<file path="src/hw/rtl/clns_pkg.sv">
// Shared types, codes and the microcode ROM for the character-LCD nibble sequencer.
package clns_pkg;

    localparam int OP_W      = 3;
    localparam int CHAR_W    = 8;
    localparam int ROW_W     = 3;
    localparam int COL_W     = 6;
    localparam int NIB_W     = 4;
    localparam int WB_W      = 11;
    localparam int WA_W      = 13;
    localparam int ROWLEN_W  = 6;
    localparam int STEP_W    = 5;
    localparam int PADDR_W   = 3;
    localparam int PDATA_W   = 32;

    localparam logic [ROWLEN_W-1:0] ROW_LENGTH_RESET = 6'd20;

    localparam logic [OP_W-1:0] OP_INIT       = 3'd0;
    localparam logic [OP_W-1:0] OP_PUTCH      = 3'd1;
    localparam logic [OP_W-1:0] OP_GOTO       = 3'd2;
    localparam logic [OP_W-1:0] OP_CLEAR      = 3'd3;
    localparam logic [OP_W-1:0] OP_HOME       = 3'd4;
    localparam logic [OP_W-1:0] OP_CUR_OFF    = 3'd5;
    localparam logic [OP_W-1:0] OP_CUR_BLINK  = 3'd6;
    localparam logic [OP_W-1:0] OP_NONE       = 3'd7;

    // byte source
    localparam logic [1:0] SRC_CONST = 2'd0;
    localparam logic [1:0] SRC_CHAR  = 2'd1;
    localparam logic [1:0] SRC_POS   = 2'd2;

    localparam logic HALF_HI = 1'b1;
    localparam logic HALF_LO = 1'b0;

    localparam logic WB_NONE   = 1'b0;
    localparam logic WB_SETTLE = 1'b1;

    localparam logic [1:0] WA_STROBE = 2'd0;
    localparam logic [1:0] WA_FIRST  = 2'd1;
    localparam logic [1:0] WA_SECOND = 2'd2;
    localparam logic [1:0] WA_LONG   = 2'd3;

    localparam logic [WB_W-1:0] WB_SETTLE_US = 11'd1505;
    localparam logic [WA_W-1:0] WA_STROBE_US = 13'd40;
    localparam logic [WA_W-1:0] WA_FIRST_US  = 13'd4145;
    localparam logic [WA_W-1:0] WA_SECOND_US = 13'd145;
    localparam logic [WA_W-1:0] WA_LONG_US   = 13'd1640;

    localparam logic [CHAR_W-1:0] CMD_FUNC_SET   = 8'h28;
    localparam logic [CHAR_W-1:0] CMD_DISP_OFFC  = 8'h0C;
    localparam logic [CHAR_W-1:0] CMD_DISP_BLINK = 8'h0F;
    localparam logic [CHAR_W-1:0] CMD_ENTRY_MODE = 8'h06;
    localparam logic [CHAR_W-1:0] CMD_CLEAR      = 8'h01;
    localparam logic [CHAR_W-1:0] CMD_HOME       = 8'h02;
    localparam logic [CHAR_W-1:0] CMD_WAKE       = 8'h30;
    localparam logic [CHAR_W-1:0] CMD_4BIT       = 8'h20;
    localparam logic [CHAR_W-1:0] CMD_SET_DDRAM  = 8'h80;
    localparam logic [CHAR_W-1:0] ODD_ROW_OFFSET = 8'h40;

    // program entry points
    localparam logic [STEP_W-1:0] ENTRY_INIT   = 5'd0;
    localparam logic [STEP_W-1:0] ENTRY_PUTCH  = 5'd10;
    localparam logic [STEP_W-1:0] ENTRY_GOTO   = 5'd12;
    localparam logic [STEP_W-1:0] ENTRY_CLEAR  = 5'd14;
    localparam logic [STEP_W-1:0] ENTRY_HOME   = 5'd16;
    localparam logic [STEP_W-1:0] ENTRY_CUROFF = 5'd18;
    localparam logic [STEP_W-1:0] ENTRY_BLINK  = 5'd20;
    localparam logic [STEP_W-1:0] STEP_END     = 5'd21;

    localparam logic [PADDR_W-1:0] ADDR_ROW_LENGTH = 3'd0;

    typedef struct packed {
        logic              rs;
        logic [1:0]        src;
        logic              half;
        logic [CHAR_W-1:0] data;
        logic              wb_sel;
        logic [1:0]        wa_sel;
        logic              last;
    } uc_word_t;

    typedef struct packed {
        logic     issue;
        uc_word_t word;
    } seq_ctl_t;

    function automatic uc_word_t uc_make(logic rs, logic [1:0] src, logic half,
                                         logic [CHAR_W-1:0] data, logic wb_sel,
                                         logic [1:0] wa_sel, logic last);
        uc_word_t w;
        w.rs     = rs;
        w.src    = src;
        w.half   = half;
        w.data   = data;
        w.wb_sel = wb_sel;
        w.wa_sel = wa_sel;
        w.last   = last;
        return w;
    endfunction

    function automatic uc_word_t uc_rom(logic [STEP_W-1:0] addr);
        uc_word_t w;
        w = uc_make(1'b0, SRC_CONST, HALF_HI, '0, WB_NONE, WA_STROBE, 1'b1);
        unique case (addr)
            5'd0:  w = uc_make(1'b0, SRC_CONST, HALF_HI, CMD_WAKE, WB_SETTLE, WA_FIRST, 1'b0);
            5'd1:  w = uc_make(1'b0, SRC_CONST, HALF_HI, CMD_WAKE, WB_NONE, WA_SECOND, 1'b0);
            5'd2:  w = uc_make(1'b0, SRC_CONST, HALF_HI, CMD_WAKE, WB_NONE, WA_STROBE, 1'b0);
            5'd3:  w = uc_make(1'b0, SRC_CONST, HALF_HI, CMD_4BIT, WB_NONE, WA_STROBE, 1'b0);
            5'd4:  w = uc_make(1'b0, SRC_CONST, HALF_HI, CMD_FUNC_SET, WB_NONE, WA_STROBE, 1'b0);
            5'd5:  w = uc_make(1'b0, SRC_CONST, HALF_LO, CMD_FUNC_SET, WB_NONE, WA_STROBE, 1'b0);
            5'd6:  w = uc_make(1'b0, SRC_CONST, HALF_HI, CMD_DISP_OFFC, WB_NONE, WA_STROBE, 1'b0);
            5'd7:  w = uc_make(1'b0, SRC_CONST, HALF_LO, CMD_DISP_OFFC, WB_NONE, WA_STROBE, 1'b0);
            5'd8:  w = uc_make(1'b0, SRC_CONST, HALF_HI, CMD_ENTRY_MODE, WB_NONE, WA_STROBE, 1'b0);
            5'd9:  w = uc_make(1'b0, SRC_CONST, HALF_LO, CMD_ENTRY_MODE, WB_NONE, WA_STROBE, 1'b1);
            5'd10: w = uc_make(1'b1, SRC_CHAR, HALF_HI, '0, WB_NONE, WA_STROBE, 1'b0);
            5'd11: w = uc_make(1'b1, SRC_CHAR, HALF_LO, '0, WB_NONE, WA_STROBE, 1'b1);
            5'd12: w = uc_make(1'b0, SRC_POS, HALF_HI, '0, WB_NONE, WA_STROBE, 1'b0);
            5'd13: w = uc_make(1'b0, SRC_POS, HALF_LO, '0, WB_NONE, WA_STROBE, 1'b1);
            5'd14: w = uc_make(1'b0, SRC_CONST, HALF_HI, CMD_CLEAR, WB_NONE, WA_STROBE, 1'b0);
            5'd15: w = uc_make(1'b0, SRC_CONST, HALF_LO, CMD_CLEAR, WB_NONE, WA_LONG, 1'b1);
            5'd16: w = uc_make(1'b0, SRC_CONST, HALF_HI, CMD_HOME, WB_NONE, WA_STROBE, 1'b0);
            5'd17: w = uc_make(1'b0, SRC_CONST, HALF_LO, CMD_HOME, WB_NONE, WA_LONG, 1'b1);
            5'd18: w = uc_make(1'b0, SRC_CONST, HALF_HI, CMD_DISP_OFFC, WB_NONE, WA_STROBE, 1'b0);
            5'd19: w = uc_make(1'b0, SRC_CONST, HALF_LO, CMD_DISP_OFFC, WB_NONE, WA_STROBE, 1'b1);
            5'd20: w = uc_make(1'b0, SRC_CONST, HALF_HI, CMD_DISP_BLINK, WB_NONE, WA_STROBE,
                               1'b0);
            5'd21: w = uc_make(1'b0, SRC_CONST, HALF_LO, CMD_DISP_BLINK, WB_NONE, WA_STROBE,
                               1'b1);
            default: w = uc_make(1'b0, SRC_CONST, HALF_HI, '0, WB_NONE, WA_STROBE, 1'b1);
        endcase
        return w;
    endfunction

    function automatic logic [STEP_W-1:0] uc_entry(logic [OP_W-1:0] op);
        logic [STEP_W-1:0] a;
        a = ENTRY_INIT;
        unique case (op)
            OP_INIT:      a = ENTRY_INIT;
            OP_PUTCH:     a = ENTRY_PUTCH;
            OP_GOTO:      a = ENTRY_GOTO;
            OP_CLEAR:     a = ENTRY_CLEAR;
            OP_HOME:      a = ENTRY_HOME;
            OP_CUR_OFF:   a = ENTRY_CUROFF;
            OP_CUR_BLINK: a = ENTRY_BLINK;
            default:      a = ENTRY_INIT;
        endcase
        return a;
    endfunction

endpackage

</file>
<file path="src/hw/rtl/clns_sequencer.sv">
// Microcode sequencer: step counter, dispatch on operation, ROM fetch.
module clns_sequencer (
    input  logic                        clk,
    input  logic                        rst_n,
    input  logic                        in_valid,
    input  logic [clns_pkg::OP_W-1:0]   operation,
    output logic                        in_ready,
    input  logic                        out_free,
    output clns_pkg::seq_ctl_t          ctl
);

    logic                           busy_reg;
    logic                           busy_next;
    logic [clns_pkg::STEP_W-1:0]    step_reg;
    logic [clns_pkg::STEP_W-1:0]    step_next;
    logic                           in_fire;
    logic                           start;

    assign in_ready = !busy_reg;
    assign in_fire  = in_valid && in_ready;
    assign start    = in_fire && (operation != clns_pkg::OP_NONE);

    always_comb
    begin
        ctl.word  = clns_pkg::uc_rom(step_reg);
        ctl.issue = busy_reg && out_free;
    end

    always_comb
    begin
        busy_next = busy_reg;
        step_next = step_reg;
        if (start)
        begin
            busy_next = 1'b1;
            step_next = clns_pkg::uc_entry(operation);
        end
        else if (ctl.issue)
        begin
            if (ctl.word.last)
                busy_next = 1'b0;
            else
                step_next = step_reg + 1'b1;
        end
    end

    always_ff @(posedge clk or negedge rst_n)
    begin
        if (!rst_n)
        begin
            busy_reg <= 1'b0;
            step_reg <= '0;
        end
        else
        begin
            busy_reg <= busy_next;
            step_reg <= step_next;
        end
    end

    a_start_busy: assert property (@(posedge clk) disable iff (!rst_n)
        start |=> busy_reg)
        else $error("command start did not enter program");

    a_step_range: assert property (@(posedge clk) disable iff (!rst_n)
        busy_reg |-> step_reg <= clns_pkg::STEP_END)
        else $error("step counter ran past program end");

    a_last_ends: assert property (@(posedge clk) disable iff (!rst_n)
        ctl.issue && ctl.word.last |=> !busy_reg)
        else $error("program did not stop after last word");

    a_no_drop: assert property (@(posedge clk) disable iff (!rst_n)
        in_fire && (operation == clns_pkg::OP_NONE) |=> !busy_reg)
        else $error("unused operation started a program");

endmodule

</file>
<file path="src/hw/rtl/clns_datapath.sv">
// Datapath: operand capture, DDRAM address, nibble select and output register.
module clns_datapath (
    input  logic                            clk,
    input  logic                            rst_n,
    input  logic                            in_fire,
    input  logic [clns_pkg::CHAR_W-1:0]     char_code,
    input  logic [clns_pkg::ROW_W-1:0]      row,
    input  logic [clns_pkg::COL_W-1:0]      col,
    input  logic [clns_pkg::ROWLEN_W-1:0]   row_length,
    input  clns_pkg::seq_ctl_t              ctl,
    output logic                            out_free,
    output logic                            out_valid,
    input  logic                            out_ready,
    output logic                            reg_select,
    output logic [clns_pkg::NIB_W-1:0]      nibble,
    output logic [clns_pkg::WB_W-1:0]       wait_before_us,
    output logic [clns_pkg::WA_W-1:0]       wait_after_us,
    output logic                            last
);

    logic [clns_pkg::CHAR_W-1:0]    char_reg;
    logic [clns_pkg::CHAR_W-1:0]    pos_reg;
    logic [clns_pkg::CHAR_W-1:0]    pos_next;
    logic [clns_pkg::ROW_W-1:0]     r;
    logic [clns_pkg::COL_W-1:0]     c;
    logic [clns_pkg::CHAR_W-1:0]    base;
    logic [clns_pkg::CHAR_W-1:0]    addr_sum;
    logic [clns_pkg::CHAR_W-1:0]    byte_sel;
    logic                           out_valid_reg;
    logic                           rs_reg;
    logic [clns_pkg::NIB_W-1:0]     nib_reg;
    logic [clns_pkg::WB_W-1:0]      wb_reg;
    logic [clns_pkg::WA_W-1:0]      wa_reg;
    logic                           last_reg;
    logic [clns_pkg::NIB_W-1:0]     nib_next;
    logic [clns_pkg::WB_W-1:0]      wb_next;
    logic [clns_pkg::WA_W-1:0]      wa_next;

    always_comb
    begin
        r        = row - 1'b1;
        c        = col - 1'b1;
        base     = 8'(r[2:1] * row_length);
        if (r[0])
            base = base + clns_pkg::ODD_ROW_OFFSET;
        addr_sum = base + {2'b00, c};
        pos_next = clns_pkg::CMD_SET_DDRAM | {1'b0, addr_sum[6:0]};
    end

    always_ff @(posedge clk)
    begin
        if (in_fire)
        begin
            char_reg <= char_code;
            pos_reg  <= pos_next;
        end
    end

    always_comb
    begin
        case (ctl.word.src)
            clns_pkg::SRC_CHAR: byte_sel = char_reg;
            clns_pkg::SRC_POS:  byte_sel = pos_reg;
            default:            byte_sel = ctl.word.data;
        endcase
        nib_next = (ctl.word.half == clns_pkg::HALF_HI) ? byte_sel[7:4] : byte_sel[3:0];
        wb_next  = (ctl.word.wb_sel == clns_pkg::WB_SETTLE) ? clns_pkg::WB_SETTLE_US : '0;
        case (ctl.word.wa_sel)
            clns_pkg::WA_FIRST:  wa_next = clns_pkg::WA_FIRST_US;
            clns_pkg::WA_SECOND: wa_next = clns_pkg::WA_SECOND_US;
            clns_pkg::WA_LONG:   wa_next = clns_pkg::WA_LONG_US;
            default:             wa_next = clns_pkg::WA_STROBE_US;
        endcase
    end

    assign out_free = !out_valid_reg || out_ready;

    always_ff @(posedge clk or negedge rst_n)
    begin
        if (!rst_n)
            out_valid_reg <= 1'b0;
        else if (ctl.issue)
            out_valid_reg <= 1'b1;
        else if (out_ready)
            out_valid_reg <= 1'b0;
    end

    always_ff @(posedge clk)
    begin
        if (ctl.issue)
        begin
            rs_reg   <= ctl.word.rs;
            nib_reg  <= nib_next;
            wb_reg   <= wb_next;
            wa_reg   <= wa_next;
            last_reg <= ctl.word.last;
        end
    end

    assign out_valid      = out_valid_reg;
    assign reg_select     = rs_reg;
    assign nibble         = nib_reg;
    assign wait_before_us = wb_reg;
    assign wait_after_us  = wa_reg;
    assign last           = last_reg;

    a_settle_first: assert property (@(posedge clk) disable iff (!rst_n)
        out_valid_reg && (wb_reg != '0) |-> !rs_reg && (nib_reg == 4'h3) && !last_reg)
        else $error("power-up settle on wrong transfer");

endmodule

</file>
<file path="src/hw/rtl/char_lcd_nibble_sequencer.sv">
// Top level: character-LCD 4-bit command to nibble transfer sequencer with APB config.
// The first transfer is issued once the step counter is loaded and the output register is free.
// Throughput: one transfer per cycle without output stalls; a command of n transfers
// (init 10, the others 2) holds off the input while it runs, the next request is taken
// the cycle after the last transfer is issued; an unused operation starts no program.
// Reset (rst_n, async low) idles the sequencer, empties the output and sets row_length to 20.
module char_lcd_nibble_sequencer (
    input  logic                            clk,
    input  logic                            rst_n,
    input  logic                            psel,
    input  logic                            penable,
    input  logic                            pwrite,
    input  logic [clns_pkg::PADDR_W-1:0]    paddr,
    input  logic [clns_pkg::PDATA_W-1:0]    pwdata,
    output logic [clns_pkg::PDATA_W-1:0]    prdata,
    output logic                            pready,
    input  logic                            in_valid,
    output logic                            in_ready,
    input  logic [clns_pkg::OP_W-1:0]       operation,
    input  logic [clns_pkg::CHAR_W-1:0]     char_code,
    input  logic [clns_pkg::ROW_W-1:0]      row,
    input  logic [clns_pkg::COL_W-1:0]      col,
    output logic                            out_valid,
    input  logic                            out_ready,
    output logic                            reg_select,
    output logic [clns_pkg::NIB_W-1:0]      nibble,
    output logic [clns_pkg::WB_W-1:0]       wait_before_us,
    output logic [clns_pkg::WA_W-1:0]       wait_after_us,
    output logic                            last
);

    logic [clns_pkg::ROWLEN_W-1:0]  row_length_reg;
    logic                           cfg_wr;
    logic                           in_fire;
    logic                           out_free;
    clns_pkg::seq_ctl_t             ctl;

    assign pready = 1'b1;
    assign cfg_wr = psel && penable && pwrite && pready &&
                    (paddr[2] == clns_pkg::ADDR_ROW_LENGTH[2]);

    always_ff @(posedge clk or negedge rst_n)
    begin
        if (!rst_n)
            row_length_reg <= clns_pkg::ROW_LENGTH_RESET;
        else if (cfg_wr)
            row_length_reg <= pwdata[clns_pkg::ROWLEN_W-1:0];
    end

    assign prdata = (paddr[2] == clns_pkg::ADDR_ROW_LENGTH[2]) ?
                    {{(clns_pkg::PDATA_W-clns_pkg::ROWLEN_W){1'b0}}, row_length_reg} : '0;

    assign in_fire = in_valid && in_ready;

    clns_sequencer u_seq (
        .clk       (clk),
        .rst_n     (rst_n),
        .in_valid  (in_valid),
        .operation (operation),
        .in_ready  (in_ready),
        .out_free  (out_free),
        .ctl       (ctl)
    );

    clns_datapath u_dp (
        .clk            (clk),
        .rst_n          (rst_n),
        .in_fire        (in_fire),
        .char_code      (char_code),
        .row            (row),
        .col            (col),
        .row_length     (row_length_reg),
        .ctl            (ctl),
        .out_free       (out_free),
        .out_valid      (out_valid),
        .out_ready      (out_ready),
        .reg_select     (reg_select),
        .nibble         (nibble),
        .wait_before_us (wait_before_us),
        .wait_after_us  (wait_after_us),
        .last           (last)
    );

endmodule

</file>
<file path="config.mk">
export PLATFORM = sky130hd
export DESIGN_NAME = char_lcd_nibble_sequencer
export DESIGN_NICKNAME = d
export VERILOG_FILES = /design/src/hw/rtl/clns_pkg.sv /design/src/hw/rtl/clns_sequencer.sv /design/src/hw/rtl/clns_datapath.sv /design/src/hw/rtl/char_lcd_nibble_sequencer.sv
export SDC_FILE = /design/constraint.sdc
export NUM_CORES = 1
export LEC_CHECK = 0
export BUFFER_PORTS_ARGS = -buffer_cell sky130_fd_sc_hd__clkbuf_2
export CORE_MARGIN = 2
export CORE_UTILIZATION = 49
export DETAILED_ROUTE_END_ITERATION = 7
export PLACE_DENSITY = 0.83
export SLEW_MARGIN = 20
export SYNTH_ARGS = -nofsm -noshare
export SYNTH_HDL_FRONTEND = slang
export SYNTH_HIERARCHICAL = 1
export SYNTH_SLANG_ARGS = --single-unit
</file>
<file path="constraint.sdc">
create_clock -name clk -period 3.3 [get_ports clk]
set_input_delay 0.66 -clock clk [delete_from_list [all_inputs] [get_ports clk]]
set_output_delay 0.66 -clock clk [all_outputs]
set_load 0.02 [all_outputs]
</file>
==> run summary <==
status = finished clean
synth unique cells = 48
layout cells sized above 1 = 31.20%
crit path launch type = input port
YS warnings = 6
CTS tree = done
Mapped Cells = 286
CTS H-tree depth = 2
EDFF count, synth = 28
total CTS buffers = 5
initial antenna violation count = 0
Hold Path Class = in2async
Layout area overhead = 9.076%
pwr/cell area = 795.6 nW/um^2
GR met1 Demand/Resource = 17.23%
Mean Syn Cell Area = 10.85 um^2
row count = 28
final slew viol count = 0
Iteration-0 DRC Markers = 81
worst hold slack = 0.2514 ns
GR Layer Usage met3 = 4.253%
max reg flops = 8
period utilisation layout = 96.27%
die area = 6982 um^2
busiest grt layer = met2
# resized after CTS = 0
Via density = 4.878
post-DP HPWL = 4206 um
vias = 2039
grt total ovfl = 0
max cap viols = 0
RSZ-0062 raised after global routing = no
Critical Path RT = 3.34 ns
slew margin rel. = 53.29%
asr flop ratio synth = 31.71%
most common cell after layout, fill and taps aside = clkbuf_2
Worst-Margin Slew = 0.7006 ns
Std-Cell Core Area = 6026 um^2
most frequent cells in the layout = clkbuf_2, conb_1, ha_1, edfxtp_1, inv_1
# nets final = 434
crit-path max FO = 3
IO Count = 127
initial core utilization = 51.47%
wire length per cell = 12.44 um
die extent in y = 83.56 um
fmax = 314.8 MHz
GR Util All Layers = 15.03%
Clock Tree Buf Depth = 2
setup TNS = 0 ns
CTS clk-pin slew, worst paths = 0.08 ns
Die X-Extent = 83.56 um
number of global-route vias before repair = 2007
crit path kind = in2reg
crit end category = register
fin crit period = 3.177 ns
Arr. time, crit path = 3.21 ns
number of synthesized register bits = 41
global-route wire length before repair = 8652 um
DRT Pass-1 Iters = 4
DRC Markers = 0
ANT nets after route = 0
Routed WL = 5202 um
# diodes = 0
Tot Pwr = 2.692 mW
M2 GR Usage = 27.05%
Syn Std Cell Area = 3102 um^2
number of clock sinks seen by CTS = 41
P_leak = 1.645 nW
Util after Layout = 56.15%
# port buffers = 62
clock skew = 0.009626 ns
CTS Hold Bufs = 0
final setup vio count = 0
worst skew pair latency = 0.29 ns
Most used DFF post-synth = edfxtp_1
pin count of the biggest net entering global routing = 17
final weighted congestion in routability-driven placement = 0.8482
clock root buffer = clkbuf_8
Final Hold Vio Count = 0
peak supply drop = 0.0003807 V
setup bufs post-CTS = 0
Seq/Total Area, Yosys = 37.68%
==> per-layer routing <==
layer / vias to the layer above / share of wire, %
met5: - / 0
met4: 0 / 1.6
met3: 10 / 6.1
met2: 74 / 53
met1: 950 / 40
li1: 1005 / -
==> layout make-up <==
cell class,instances,area (um^2)
clock buffer,6,72.57
clock inverter,2,33.78
fill,502,2643
inverter,24,90.09
multi-input combinational,202,1569
sequential,41,1169
tap,75,93.84
timing repair buffer,68,355.3
==> synthesized netlist by cell type (2+ instances only) <==
cell	n	area (um^2)
buf_4	47	352.8
edfxtp_1	28	840.8
ha_1	28	350.3
inv_1	24	90.09
a21oi_1	17	85.08
dfrtp_1	11	275.3
nor2_1	11	41.29
nor2b_1	9	56.30
xnor2_1	9	78.83
a22o_1	8	70.07
mux2_2	7	78.83
nand2_1	7	26.28
and2b_2	6	52.55
o21ai_0	6	30.03
and2_2	5	37.54
mux2i_1	5	50.05
nor3_1	5	25.02
conb_1	4	15.01
a21o_1	3	22.52
and3_1	3	18.77
buf_2	3	15.01
buf_6	3	33.78
mux4_2	3	67.56
nand2b_1	3	18.77
xor2_1	3	26.28
dfstp_2	2	52.55
fa_1	2	40.04
o21bai_1	2	15.01
o22ai_1	2	12.51
o32a_1	2	20.02
==> stage by stage <==
stage               instances  setup WS [ns]  area (um^2)
detailed placement        410        -0.1425         3277
floorplan                 320         0.1378         3229
global placement          410      -0.009685         3277
CTS                       418         0.1601         3383
finish                    418         0.1231         3383
global route              418        0.01293         3383
==> worst max-delay path: stages <==
cell      delay [ns]
clkbuf_2        0.09
inv_1           0.04
ha_1            0.22
xor2_2          0.19
and2_2          0.19
ha_1            0.22
fa_1            0.45
ha_1            0.29
nor2b_1         0.15
nor3_1          0.29
o21bai_1        0.13
a21oi_1         0.19
xnor2_1         0.10
==> power by group <==
group	switching (mW)	internal (mW)	total, mW
registers	0.126	0.805	0.932
logic	0.793	0.577	1.37
clock network	0.167	0.223	0.390
total	1.09	1.61	2.69
==> path summary, 6_finish.rpt <==
path | start | to | slack (ns) | cells after the start
worst max-delay path | row[0] | u_dp/pos_reg[6] | 0.12 | 13
worst max register to register | row_length_reg[2] | u_dp/pos_reg[6] | 0.63 | 8
worst min register to register | u_dp/out_valid | u_dp/out_valid | 0.55 | 2
max in group asynchronous | rst_n | row_length_reg[2] | 2.75 | 1
worst min-delay path | rst_n | row_length_reg[5] | 0.25 | 1
min in group clk | char_code[7] | u_dp/char_reg[7] | 0.54 | 1
==> logic make-up (layout without fill, tap and decap cells) <==
| logic type | after synthesis | after routing | synth area share (%) |
|---|---|---|---|
| buffers and inverters | 77 | 100 | 15.85 |
| AND/OR/NAND/NOR | 54 | 54 | 10.57 |
| AO/OA/AOI/OAI | 50 | 50 | 11.70 |
| flip-flops | 41 | 41 | 37.68 |
| adder cells (fa/ha/maj) | 30 | 30 | 12.59 |
| multiplexers | 16 | 16 | 6.696 |
| XOR/XNOR | 14 | 14 | 4.438 |
| other | 4 | 38 | 0.4839 |
Power figures use the tool's default switching activity.
